$ cat config.mk
export PLATFORM = sky130hd
export DESIGN_NAME = counting_semaphore_table_core
export DESIGN_NICKNAME = d
export VERILOG_FILES = /design/src/sv/semct_pkg.sv /design/src/sv/semct_ram.sv /design/src/sv/counting_semaphore_table_core.sv
export SDC_FILE = /design/constraint.sdc
export NUM_CORES = 2
export LEC_CHECK = 0
export BUFFER_PORTS_ARGS = -buffer_cell sky130_fd_sc_hd__buf_4
export CORE_MARGIN = 10
export CORE_UTILIZATION = 65
export DETAILED_ROUTE_END_ITERATION = 8
export GPL_TIMING_DRIVEN = 0
export PLACE_DENSITY_LB_ADDON = 0.2
export SYNTH_ARGS = -nofsm -noshare
export SYNTH_HDL_FRONTEND = slang
export SYNTH_SLANG_ARGS = --single-unit
$ cat constraint.sdc
create_clock -name clk -period 8.55 [get_ports clk]
set_input_delay 1.71 -clock clk [delete_from_list [all_inputs] [get_ports clk]]
set_output_delay 1.71 -clock clk [all_outputs]
set_load 0.01 [all_outputs]
$ cat src/sv/semct_pkg.sv
`timescale 1ns / 1ps

package semct_pkg;

	// Default sizes of the table.
	localparam int NUM_SEMS_DEF    = 32;
	localparam int NUM_THREADS_DEF = 32;
	localparam int COUNT_WIDTH_DEF = 32;

	// Operation codes as they arrive on the opcode port.
	typedef enum logic [2:0] {
		OP_ALLOC     = 3'd0,
		OP_FREE      = 3'd1,
		OP_INIT      = 3'd2,
		OP_WAIT      = 3'd3,
		OP_TRYWAIT   = 3'd4,
		OP_TIMEDWAIT = 3'd5,
		OP_POST      = 3'd6
	} op_t;

	// Status codes returned with every result word.
	localparam logic [2:0] ST_OK        = 3'd0;
	localparam logic [2:0] ST_INVALID   = 3'd1;
	localparam logic [2:0] ST_AGAIN     = 3'd2;
	localparam logic [2:0] ST_BLOCKED   = 3'd3;
	localparam logic [2:0] ST_NONE_FREE = 3'd4;

	// One request word as held in the stage register.
	typedef struct packed {
		logic [2:0]  opcode;
		logic [7:0]  sem_id;
		logic [4:0]  thread_id;
		logic [31:0] init_value;
		logic [31:0] timeout_ms;
		logic [31:0] now_ticks;
	} req_t;

	// One result word as held in the output register.
	typedef struct packed {
		logic [2:0]  status;
		logic [4:0]  alloc_id;
		logic        woken_valid;
		logic [4:0]  woken_thread;
		logic        cancel_timeout;
		logic        arm_timer;
		logic [31:0] deadline;
	} rsp_t;

	// Index of the lowest set bit; zero when no bit is set.
	function automatic logic [4:0] lowest_set(input logic [31:0] v);
		logic [4:0] idx;
		idx = 5'd0;
		for (int i = 31; i >= 0; i--) begin
			if (v[i]) begin
				idx = 5'(i);
			end
		end
		return idx;
	endfunction

endpackage

$ cat src/sv/semct_ram.sv
`timescale 1ns / 1ps

// Single-port-write, single-port-read table with registered read data.
// Entries read as zero until first written. A write in the same cycle as a
// read of the same entry is forwarded to the read data.
module semct_ram #(
	parameter int DEPTH = 32,
	parameter int WIDTH = 32,
	parameter int AW    = (DEPTH > 1) ? $clog2(DEPTH) : 1
) (
	input  logic             clk,
	input  logic             arst_n,
	input  logic             rd_en,
	input  logic [AW-1:0]    rd_addr,
	input  logic             we,
	input  logic [AW-1:0]    wr_addr,
	input  logic [WIDTH-1:0] wr_data,
	output logic [WIDTH-1:0] rd_data
);

	logic [WIDTH-1:0] mem [DEPTH];
	logic [DEPTH-1:0] written_q;
	logic [WIDTH-1:0] mem_rd_q;
	logic             rd_written_q;
	logic             fwd_q;
	logic [WIDTH-1:0] fwd_data_q;
	logic             hit;

	assign hit = rd_en && we && (rd_addr == wr_addr);

	always_ff @(posedge clk) begin
		if (we) begin
			mem[wr_addr] <= wr_data;
		end
	end

	always_ff @(posedge clk) begin
		if (rd_en) begin
			mem_rd_q   <= mem[rd_addr];
			fwd_data_q <= wr_data;
		end
	end

	always_ff @(posedge clk or negedge arst_n) begin
		if (!arst_n) begin
			written_q    <= '0;
			rd_written_q <= 1'b0;
			fwd_q        <= 1'b0;
		end else begin
			if (we) begin
				written_q[wr_addr] <= 1'b1;
			end
			if (rd_en) begin
				rd_written_q <= written_q[rd_addr];
				fwd_q        <= hit;
			end
		end
	end

	assign rd_data = fwd_q ? fwd_data_q : (rd_written_q ? mem_rd_q : '0);

endmodule

$ cat src/sv/counting_semaphore_table_core.sv
`timescale 1ns / 1ps

// Counting semaphore table. Each request word carries one operation (alloc,
// free, init, wait, trywait, timed wait, post) and produces exactly one result
// word. A new request can be taken in every cycle. A request word is held in
// the stage register, where the counter and waiter tables, read at acceptance,
// are updated, and its result word then moves into the output register, from
// which it is taken. The only thing that slows the block is the output side:
// when a result sits unread in the output register and the stage register is
// also full, req_ready drops.
// Counts and waiter bitmaps live in two small RAMs with per-entry written
// bits, so the block is ready right after reset with no clearing pass. A
// post wakes the lowest-numbered waiting thread; a timed wait that blocks
// asks the external timer to arm at now_ticks + timeout_ms (mod 2^32).
module counting_semaphore_table_core #(
	parameter int NUM_SEMS    = semct_pkg::NUM_SEMS_DEF,
	parameter int NUM_THREADS = semct_pkg::NUM_THREADS_DEF,
	parameter int COUNT_WIDTH = semct_pkg::COUNT_WIDTH_DEF
) (
	input  logic        clk,
	input  logic        arst_n,
	input  logic        req_valid,
	output logic        req_ready,
	input  logic [2:0]  opcode,
	input  logic [7:0]  sem_id,
	input  logic [4:0]  thread_id,
	input  logic [31:0] init_value,
	input  logic [31:0] timeout_ms,
	input  logic [31:0] now_ticks,
	output logic        rsp_valid,
	input  logic        rsp_ready,
	output logic [2:0]  status,
	output logic [4:0]  alloc_id,
	output logic        woken_valid,
	output logic [4:0]  woken_thread,
	output logic        cancel_timeout,
	output logic        arm_timer,
	output logic [31:0] deadline
);

	localparam int SAW       = (NUM_SEMS > 1) ? $clog2(NUM_SEMS) : 1;
	localparam int TW        = (NUM_THREADS > 1) ? $clog2(NUM_THREADS) : 1;
	localparam int ALLOC_LIM = (NUM_SEMS < 32) ? NUM_SEMS : 32;
	localparam logic [31:0] CNT_MAX32 = 32'hFFFF_FFFF >> (32 - COUNT_WIDTH);
	localparam logic [COUNT_WIDTH-1:0] CNT_MAX = CNT_MAX32[COUNT_WIDTH-1:0];

	// Stage register and output register.
	logic               s1_valid_q;
	semct_pkg::req_t    s1_req_s1;
	logic               rsp_valid_q;
	semct_pkg::rsp_t    rsp_q;

	// Table state kept in flip-flops.
	logic [NUM_SEMS-1:0]    alloc_map_q;
	logic [NUM_THREADS-1:0] timed_q;

	logic adv_s1;
	logic accept;

	assign adv_s1    = s1_valid_q && (!rsp_valid_q || rsp_ready);
	assign req_ready = !s1_valid_q || adv_s1;
	assign accept    = req_valid && req_ready;

	// Count and waiter tables.
	logic                   cnt_we;
	logic [SAW-1:0]         cnt_waddr;
	logic [COUNT_WIDTH-1:0] cnt_wdata;
	logic [COUNT_WIDTH-1:0] cnt_rd;
	logic                   wm_we;
	logic [NUM_THREADS-1:0] wm_wdata;
	logic [NUM_THREADS-1:0] wm_rd;

	semct_ram #(
		.DEPTH (NUM_SEMS),
		.WIDTH (COUNT_WIDTH),
		.AW    (SAW)
	) u_cnt_ram (
		.clk     (clk),
		.arst_n  (arst_n),
		.rd_en   (accept),
		.rd_addr (SAW'(sem_id)),
		.we      (cnt_we),
		.wr_addr (cnt_waddr),
		.wr_data (cnt_wdata),
		.rd_data (cnt_rd)
	);

	semct_ram #(
		.DEPTH (NUM_SEMS),
		.WIDTH (NUM_THREADS),
		.AW    (SAW)
	) u_wait_ram (
		.clk     (clk),
		.arst_n  (arst_n),
		.rd_en   (accept),
		.rd_addr (SAW'(sem_id)),
		.we      (wm_we),
		.wr_addr (SAW'(s1_req_s1.sem_id)),
		.wr_data (wm_wdata),
		.rd_data (wm_rd)
	);

	// Decode of the word in the stage register.
	semct_pkg::op_t         op;
	logic [SAW-1:0]         sem_addr;
	logic                   sem_ok;
	logic                   th_ok;
	logic                   is_alloc_bit;
	logic [TW-1:0]          th_idx;
	logic [ALLOC_LIM-1:0]   free_v;
	logic [4:0]             free_idx;
	logic                   any_free;
	logic [4:0]             wake_idx;
	logic [TW-1:0]          wake_tidx;
	logic [COUNT_WIDTH-1:0] init_cnt;
	semct_pkg::rsp_t        res;
	logic                   alloc_set;
	logic                   alloc_clr;
	logic                   timed_set;
	logic                   timed_clr;

	assign op           = semct_pkg::op_t'(s1_req_s1.opcode);
	assign sem_addr     = SAW'(s1_req_s1.sem_id);
	assign sem_ok       = 32'(s1_req_s1.sem_id) < 32'(NUM_SEMS);
	assign th_ok        = 32'(s1_req_s1.thread_id) < 32'(NUM_THREADS);
	assign is_alloc_bit = sem_ok && alloc_map_q[sem_addr];
	assign th_idx       = TW'(s1_req_s1.thread_id);
	assign free_v       = ~alloc_map_q[ALLOC_LIM-1:0];
	assign free_idx     = semct_pkg::lowest_set(32'(free_v));
	assign any_free     = |free_v;
	assign wake_idx     = semct_pkg::lowest_set(32'(wm_rd));
	assign wake_tidx    = TW'(wake_idx);
	assign init_cnt     = (s1_req_s1.init_value > CNT_MAX32) ? CNT_MAX
	                    : s1_req_s1.init_value[COUNT_WIDTH-1:0];

	always_comb begin
		res       = '0;
		res.status = semct_pkg::ST_OK;
		cnt_we    = 1'b0;
		cnt_waddr = sem_addr;
		cnt_wdata = init_cnt;
		wm_we     = 1'b0;
		wm_wdata  = wm_rd;
		alloc_set = 1'b0;
		alloc_clr = 1'b0;
		timed_set = 1'b0;
		timed_clr = 1'b0;
		case (op)
			semct_pkg::OP_ALLOC: begin
				if (any_free) begin
					alloc_set    = 1'b1;
					cnt_we       = 1'b1;
					cnt_waddr    = SAW'(free_idx);
					res.alloc_id = free_idx;
				end else begin
					res.status = semct_pkg::ST_NONE_FREE;
				end
			end
			semct_pkg::OP_FREE: begin
				if (sem_ok) begin
					alloc_clr = 1'b1;
				end else begin
					res.status = semct_pkg::ST_INVALID;
				end
			end
			semct_pkg::OP_INIT, semct_pkg::OP_WAIT, semct_pkg::OP_TRYWAIT,
			semct_pkg::OP_TIMEDWAIT, semct_pkg::OP_POST: begin
				if (!is_alloc_bit || (!th_ok && (op == semct_pkg::OP_WAIT ||
				                                 op == semct_pkg::OP_TIMEDWAIT))) begin
					res.status = semct_pkg::ST_INVALID;
				end else if (op == semct_pkg::OP_INIT) begin
					cnt_we = 1'b1;
				end else if (op == semct_pkg::OP_POST) begin
					if (wm_rd == '0) begin
						cnt_wdata = cnt_rd + COUNT_WIDTH'(1);
						cnt_we    = (cnt_rd != CNT_MAX);
					end else begin
						// Release the lowest-numbered waiter instead of counting up.
						wm_we              = 1'b1;
						wm_wdata           = wm_rd & ~(NUM_THREADS'(1) << wake_tidx);
						timed_clr          = 1'b1;
						res.woken_valid    = 1'b1;
						res.woken_thread   = wake_idx;
						res.cancel_timeout = timed_q[wake_tidx];
					end
				end else if (cnt_rd != '0) begin
					cnt_wdata = cnt_rd - COUNT_WIDTH'(1);
					cnt_we    = 1'b1;
				end else if (op == semct_pkg::OP_TRYWAIT) begin
					res.status = semct_pkg::ST_AGAIN;
				end else begin
					// Count is zero: the caller becomes a waiter.
					wm_we      = 1'b1;
					wm_wdata   = wm_rd | (NUM_THREADS'(1) << th_idx);
					res.status = semct_pkg::ST_BLOCKED;
					if (op == semct_pkg::OP_TIMEDWAIT) begin
						timed_set     = 1'b1;
						res.arm_timer = 1'b1;
						res.deadline  = s1_req_s1.now_ticks + s1_req_s1.timeout_ms;
					end
				end
			end
			default: begin
				res.status = semct_pkg::ST_INVALID;
			end
		endcase
		// State changes only when the word moves on to the output register.
		cnt_we = cnt_we && adv_s1;
		wm_we  = wm_we && adv_s1;
	end

	always_ff @(posedge clk) begin
		if (accept) begin
			s1_req_s1 <= '{opcode: opcode, sem_id: sem_id, thread_id: thread_id,
			              init_value: init_value, timeout_ms: timeout_ms,
			              now_ticks: now_ticks};
		end
		if (adv_s1) begin
			rsp_q <= res;
		end
	end

	always_ff @(posedge clk or negedge arst_n) begin
		if (!arst_n) begin
			s1_valid_q  <= 1'b0;
			rsp_valid_q <= 1'b0;
			alloc_map_q <= '0;
			timed_q     <= '0;
		end else begin
			if (accept) begin
				s1_valid_q <= 1'b1;
			end else if (adv_s1) begin
				s1_valid_q <= 1'b0;
			end
			if (adv_s1) begin
				rsp_valid_q <= 1'b1;
			end else if (rsp_ready) begin
				rsp_valid_q <= 1'b0;
			end
			if (adv_s1 && alloc_set) begin
				alloc_map_q[SAW'(free_idx)] <= 1'b1;
			end
			if (adv_s1 && alloc_clr) begin
				alloc_map_q[sem_addr] <= 1'b0;
			end
			if (adv_s1 && timed_set) begin
				timed_q[th_idx] <= 1'b1;
			end
			if (adv_s1 && timed_clr) begin
				timed_q[wake_tidx] <= 1'b0;
			end
		end
	end

	assign rsp_valid      = rsp_valid_q;
	assign status         = rsp_q.status;
	assign alloc_id       = rsp_q.alloc_id;
	assign woken_valid    = rsp_q.woken_valid;
	assign woken_thread   = rsp_q.woken_thread;
	assign cancel_timeout = rsp_q.cancel_timeout;
	assign arm_timer      = rsp_q.arm_timer;
	assign deadline       = rsp_q.deadline;

	// The request side only stalls behind a full stage and a held result.
	a_ready_only_on_stall: assert property (@(posedge clk) disable iff (!arst_n)
		!req_ready |-> (s1_valid_q && rsp_valid_q && !rsp_ready))
		else $error("req_ready low without a stalled output");

	// A successful allocation marks its entry as allocated.
	a_alloc_marks: assert property (@(posedge clk) disable iff (!arst_n)
		(adv_s1 && alloc_set) |=> alloc_map_q[$past(SAW'(free_idx))])
		else $error("allocated entry not marked");

	// A timed wait that blocks records its thread as a timed waiter.
	a_timed_marks: assert property (@(posedge clk) disable iff (!arst_n)
		(adv_s1 && timed_set) |=> timed_q[$past(th_idx)])
		else $error("timed waiter not recorded");

	// A woken thread no longer has a pending timeout.
	a_wake_clears: assert property (@(posedge clk) disable iff (!arst_n)
		(adv_s1 && timed_clr) |=> !timed_q[$past(wake_tidx)])
		else $error("woken thread still marked as timed waiter");

	// Arming the timer always comes with a blocked status on the same result.
	a_arm_blocked: assert property (@(posedge clk) disable iff (!arst_n)
		(adv_s1 && res.arm_timer) |=> (rsp_valid && status == semct_pkg::ST_BLOCKED))
		else $error("timer armed on a result that is not blocked");

endmodule
; ---- Word level (Yosys, flattened, before mapping)
; Memory sizes are Yosys's and may differ from the RTL's. A register that Yosys moved wholly into a read port is not among the register bits.
; Cells that the tools add are included.
[totals]
ram_bits = 2048
memories = 2
output_inout_bits = 50
wordCells = 256
register_bits = 358
input_bits = 116
[classes]
n_reduce_logical = 34
bitwise = 16
order_cmp = 13
eq_ne = 9
muxes = 152
shifts = 2
add_sub_neg = 3
[mem_list]
columns = name, depth, width, rd, rd_clocked_by_memory_dff, write_ports, line
row1 = u_cnt_ram.mem, 32, 32, 1, 1, 1, semct_ram.sv:21  ; logic [WIDTH-1:0] mem [DEPTH];
row2 = u_wait_ram.mem, 32, 32, 1, 1, 1, semct_ram.sv:21
[ops]
columns = operator, n
row1 = two-way mux 32 bit, 22
row2 = two-way mux 5 bit, 66
row3 = bitwise OR 32 bit, 5
row4 = NOT 32 bit, 4
row5 = bitwise AND 32 bit, 3
row6 = left shift 1 x 5 -> 32 bit (first input constant), 2
row7 = two-way mux 1 bit, 46
row8 = less-than comparator 5 x 6 -> 1 bit (second input constant), 6
row9 = two-way mux 33 bit, 1
row10 = adder 32 x 1 -> 32 bit (second input constant), 1
row11 = adder 32 bit, 1
row12 = > comparator 32 bit (second input constant), 1
row13 = logical NOT 32 bit, 1
row14 = inequality test 32 bit (second input constant), 1
row15 = nonzero test 32 bit, 1
row16 = OR reduction 32 bit, 1
row17 = subtractor 32 x 1 -> 32 bit (second input constant), 1
row18 = demux 1 bit (select 5 bit), 5
row19 = greater-or-equal comparator 5 x 1 -> 1 bit (second input constant), 5
row20 = binary-select mux 1 bit (select 5 bit), 4
row21 = logical AND 1 bit, 18
row22 = equality test 5 bit, 2
row23 = OR reduction 5 bit, 2
row24 = equality test 3 bit (second input constant), 3
row25 = other kinds (17), 27

; ---- Depth between registers and ports, before layout
[logic_depth]
ltp_word = 42
ltp_mapped = 19
depth_no_buf = 15

; ---- By module
; Synthesis repeated with hierarchy kept, for this count alone.
[unflattened]
cells_unflattened = 4757
hier_area_um2 = 98303.0
[modules_own_cells]
columns = module, seq_area_each_um2, cells_per_inst, instances, area_per_inst_um2
row1 = semct_ram at u_wait_ram, 33522.2, 1728, 1, 42582.1
row2 = semct_ram at u_cnt_ram, 33522.2, 1728, 1, 42574.6
row3 = counting_semaphore_table_core, 6456.2, 1301, 1, 13146.4

; ---- Worst setup path before layout
; Ideal clock, no wire load.
[synth_timing]
kind = input to register
from = in rsp_ready
to = reg s1_req_s1 (netlist bit op[0]), enable pin
path_slack_ns = 1.258
arrival_ns = 6.701
path_stages = 3
path_buffers = 0
setup_ns = 0.591
required_time_ns = 7.959
cell_sequence = nand3b_1 > nand2_1 > inv_1
[synth_between]
elab_chain_cells = 4
[synth_rtl]
columns = element, line
row1 = start: declaration, counting_semaphore_table_core.sv:31  ; input logic rsp_ready,
row2 = logical OR 1 bit, counting_semaphore_table_core.sv:60  ; assign adv_s1 = s1_valid_q && (!rsp_valid_q || rsp_ready);
row3 = logical AND 1 bit, counting_semaphore_table_core.sv:60
row4 = logical OR 1 bit, counting_semaphore_table_core.sv:61  ; assign req_ready = !s1_valid_q || adv_s1;
row5 = logical AND 1 bit, counting_semaphore_table_core.sv:62  ; assign accept = req_valid && req_ready;
row6 = via accept, counting_semaphore_table_core.sv:58  ; logic accept;
row7 = end signal: assignment, counting_semaphore_table_core.sv:214  ; s1_req_s1 <= '{opcode: opcode, sem_id: sem_id, thread_id: thread_id,
row8 = end: declaration, counting_semaphore_table_core.sv:49  ; semct_pkg::req_t s1_req_s1;
; The timed path passes the listed nets, and every way through them passes these cells.
; A chain may end at the register's enable or synchronous reset.

; ---- Worst setup path after layout
[layout_timing]
from = reg u_cnt_ram.rd_written_q
to = mem u_cnt_ram.mem[28][14] (data pin)
[layout_between]
elab_chain_cells = 8
elab_cells_between_ends = 11
classes_between = 2 x add/sub / 8 x mux / 1 x reduce/logical
[layout_rtl]
columns = element, line
row1 = start: declaration, semct_ram.sv:24  ; logic rd_written_q;
row2 = start signal: assignment, semct_ram.sv:54  ; rd_written_q <= written_q[rd_addr];
row3 = two-way mux 32 bit * (2 in series), semct_ram.sv:60  ; assign rd_data = fwd_q ? fwd_data_q : (rd_written_q ? mem_rd_q : '0);
row4 = subtractor 32 x 1 -> 32 bit (tied with other cells), counting_semaphore_table_core.sv:187  ; cnt_wdata = cnt_rd - COUNT_WIDTH'(1);
row5 = two-way mux 32 bit (on tied branches), "counting_semaphore_table_core.sv:186, counting_semaphore_table_core.sv:174"
row6 = two-way mux 32 bit *, counting_semaphore_table_core.sv:173  ; end else if (op == semct_pkg::OP_POST) begin
row7 = two-way mux 32 bit *, counting_semaphore_table_core.sv:171  ; end else if (op == semct_pkg::OP_INIT) begin
row8 = two-way mux 32 bit *, counting_semaphore_table_core.sv:168  ; if (!is_alloc_bit || (!th_ok && (op == semct_pkg::OP_WAIT ||
row9 = two-way mux 32 bit *, counting_semaphore_table_core.sv:148  ; case (op)
row10 = via cnt_wdata[14], counting_semaphore_table_core.sv:67  ; logic [COUNT_WIDTH-1:0] cnt_wdata;
row11 = end: declaration, semct_ram.sv:21
; Mark *: on every way through the listed nets, which the timed path passes. The rest lies on a longest branch.

==> flow_summary_export.csv <==
group,metric,value,unit
clocking,cts-resized-gates,0,
final_layout,final_common_cell,"edfxtp_1",
clocking,cts-root-buf,"clkbuf_16",
clocking,cts.sinks,2470,
timing,grt_setup_unrepaired,"no",
synth,synthesis.area,98820,um^2
floorplan,die_h,409.9,um
drt,dr.pass1.iters,8,
timing,hold_ws,461.6,ps
place,portBuffers,165,
worst_setup_path,cp.required,9040,ps
worst_setup_path,cp-start-kind,"register",
worst_setup_path,crit_path_end_kind,"register",
place,finalWeightedCongestion,0.9249,
status,run_status,"finished with violations",
global_routing,grt_overflow,0,
clocking,htree_levels,4,
floorplan,core_area,151500,um^2
global_routing,grt_usage,33.25,%
floorplan,die-width,409.9,um
synth,synth.largest_area_cell,"edfxtp_1",
status,violations,"max-capacitance violations, max-slew violations",
floorplan,dieArea,168000,um^2
timing,tightestPinTransition,1554,ps
synth,synth_area_leaders,"edfxtp_1, mux4_2, dfrtp_1",
global_routing,antenna_found_initial,20,
timing,period_share,87.23,%
worst_setup_path,cpMaxStageDelayCell,"a22o_1",
worst_setup_path,crit_path_max_fanout,33,
power,irDropWorstVdd,0.2105,mV
synth,synth_enable_flop_cells,2336,
worst_setup_path,criticalPathCategory,"register to register",
synth,synth.distinct_cells,87,
synth,synthArstFlopShare,5.425,%
power,power_density,224.7,nW/um^2
floorplan,io_pins,166,
clocking,cts_setup_buffers,0,
worst_setup_path,arrival,7950,ps
drt,vias,55302,
clocking,clock_path_buffers,3,
timing,final_max_slew_viol_count,19,
job,cap_violations,2,
worst_setup_path,rr_worst_depth,17,
synth,synthesis.nets,5045,
power,p_leak,39.45,nW
drt,routedWlPerCell,36.49,um
global_routing,grt_max_degree,125,
timing,layout_min_cycle_time,7458,ps
final_layout,utilization,74.73,%
clocking,insertion_delay,880,ps
floorplan,num_rows,143,
synth,syn_area_per_cell,20.19,um^2
timing,fin_setup_tns,0,ps
synth,ys_seq_elements,2470,
timing,slew_headroom,-3.951,%
clocking,tritoncts,"done",
worst_setup_path,cp_common_cell,"o21ai_0",
synth,yosys_warnings,0,
drt,routed_wl,279700,um
synth,synthCells,4895,
drt,vias_per_cell,7.216,
timing,skew,67.27,ps
worst_setup_path,worstPathCellList,"buf_2, buf_2, clkbuf_1, nand2_1, o21ai_0, inv_1, ha_1, o211ai_1, nor2_1, nand4_1, or2_1, and2_1, clkbuf_1, buf_1, o21ai_0, o21ai_0, a22o_1",
power,power.total,25.45,mW
clocking,postCtsHoldBufs,0,
timing,hold_viol,0,
final_layout,mostFrequentLayoutCells,"edfxtp_1, mux4_2, clkbuf_16",
global_routing,grt_pass1_wl,399100,um
drt,ant_nets,0,
final_layout,layout-drive-gt1-share,28.19,%
synth,ys_seq_area_share,74.38,%
drt,drtIter0Drc,9578,
floorplan,initial_core_util,65.21,%
drt,drc,0,
clocking,cts_made_buffers,231,
place,place_hpwl,173400,um
final_layout,synthToLayoutAreaGrowth,14.61,%
min_path,hold_class,"register to register",
timing,setup_viol,0,
timing,fmax,134.1,MHz
min_path,hold_depth,1,
worst_setup_path,crit_path_max_incr_delay,970,ps
synth,synth_top_cell_area_share,70.99,%
clocking,clk_pin_slew_worst_paths,60,ps
global_routing,grt_pass1_vias,54969,
synth,synth-main-ff-cell,"edfxtp_1",
final_layout,nets,5559,
==> critical path: cells and delay by family, from the launching register on <==
kind	cells	cell delay, ps
AO/OA/AOI/OAI	5	2040
adder cells (fa/ha/maj)	1	270
buffers and inverters	6	2640
flip-flops	1	590
AND/OR/NAND/NOR	5	1500
==> worst paths after layout <==
kind                       slack [ps]                                 start                              endpoint
setup / recovery                 1090    u_cnt_ram.rd_written_q$_DFFE_PN0P_       u_cnt_ram.mem[28][14]$_DFFE_PP_
hold / removal                    460  u_wait_ram.written_q[20]$_DFFE_PN0P_  u_wait_ram.written_q[20]$_DFFE_PN0P_
setup reg to reg                 1090    u_cnt_ram.rd_written_q$_DFFE_PN0P_       u_cnt_ram.mem[28][14]$_DFFE_PP_
hold reg to reg                   460  u_wait_ram.written_q[20]$_DFFE_PN0P_  u_wait_ram.written_q[20]$_DFFE_PN0P_
max in group asynchronous        6910                                arst_n  u_wait_ram.written_q[25]$_DFFE_PN0P_
min in group asynchronous         770                                arst_n                 rsp_valid$_DFFE_PN0P_
==> flip-flops by register name (all words and copies together), names as in the netlist, 32 cells and up <==
name and flops:
alloc_map_q 32, deadline 32, s1_req_s1 104, timed_q 32, u_cnt_ram.fwd_data_q 32, u_cnt_ram.mem 1024, u_cnt_ram.mem_rd_q 32, u_cnt_ram.written_q 32
u_wait_ram.fwd_data_q 32, u_wait_ram.mem 1024, u_wait_ram.mem_rd_q 32, u_wait_ram.written_q 32
==> report_power, final <==
group / internal, mW / total, mW / switching (mW)
registers: 13.3 / 13.4 / 0.0864
clock network: 5.84 / 10.4 / 4.60
logic: 0.570 / 1.63 / 1.06
total: 19.7 / 25.4 / 5.74
==> per-layer routing <==
metal / vias up / routed length [um] / GRT usage [%]
met5: - / 75 / 0
met1: 28501 / 99120 / 46.13
met2: 4658 / 130200 / 50.39
li1: 21424 / - / -
met4: 12 / 10620 / 12.27
met3: 707 / 39640 / 10.46
==> through the flow <==
| stage | setup WS [ps] | area [um^2] | cells |
|---|---|---|---|
| after floorplan | 1258 | 98820 | 4895 |
| after global placement | -2179 | 102600 | 7090 |
| after detailed placement | 1348 | 105500 | 7203 |
| after CTS | 1349 | 113200 | 7643 |
| after global routing | 873.2 | 113200 | 7651 |
| final | 1092 | 113200 | 7664 |
==> logic make-up after synthesis <==
kind of cell | count (synthesis) | synth area share [%]
mux | 744 | 16.08
buf+inv | 268 | 1.075
fa+ha+maj | 34 | 0.4381
flops | 2470 | 74.38
xor+xnor | 59 | 0.5229
simple gates | 681 | 3.507
compound gates | 639 | 3.997
==> layout make-up <==
class,count,area (um^2)
Clock inverter,153,1619
Buffer,247,1002
Tap cell,2030,2540
Timing Repair Buffer,281,3420
Antenna cell,18,45.04
Inverter,21,86.33
Clock buffer,287,6081
Multi-Input combinational cell,2157,24960
Sequential cell,2470,73500
Fill cell,8120,38300
==> Yosys cell counts, types with 33 or more instances <==
library cell  instances
or2_1                45
edfxtp_1           2336
o22ai_1              40
a22o_1               41
a22oi_1              58
nand2_1             119
nand3_1              40
mux4_2              668
mux2_2               66
nor2_1              231
dfrtp_1             134
xnor2_1              33
buf_1                69
clkbuf_1            147
a21oi_1             206
o21ai_0             168
or2_2                34
ha_1                 33
Power figures use the tool's default switching activity.
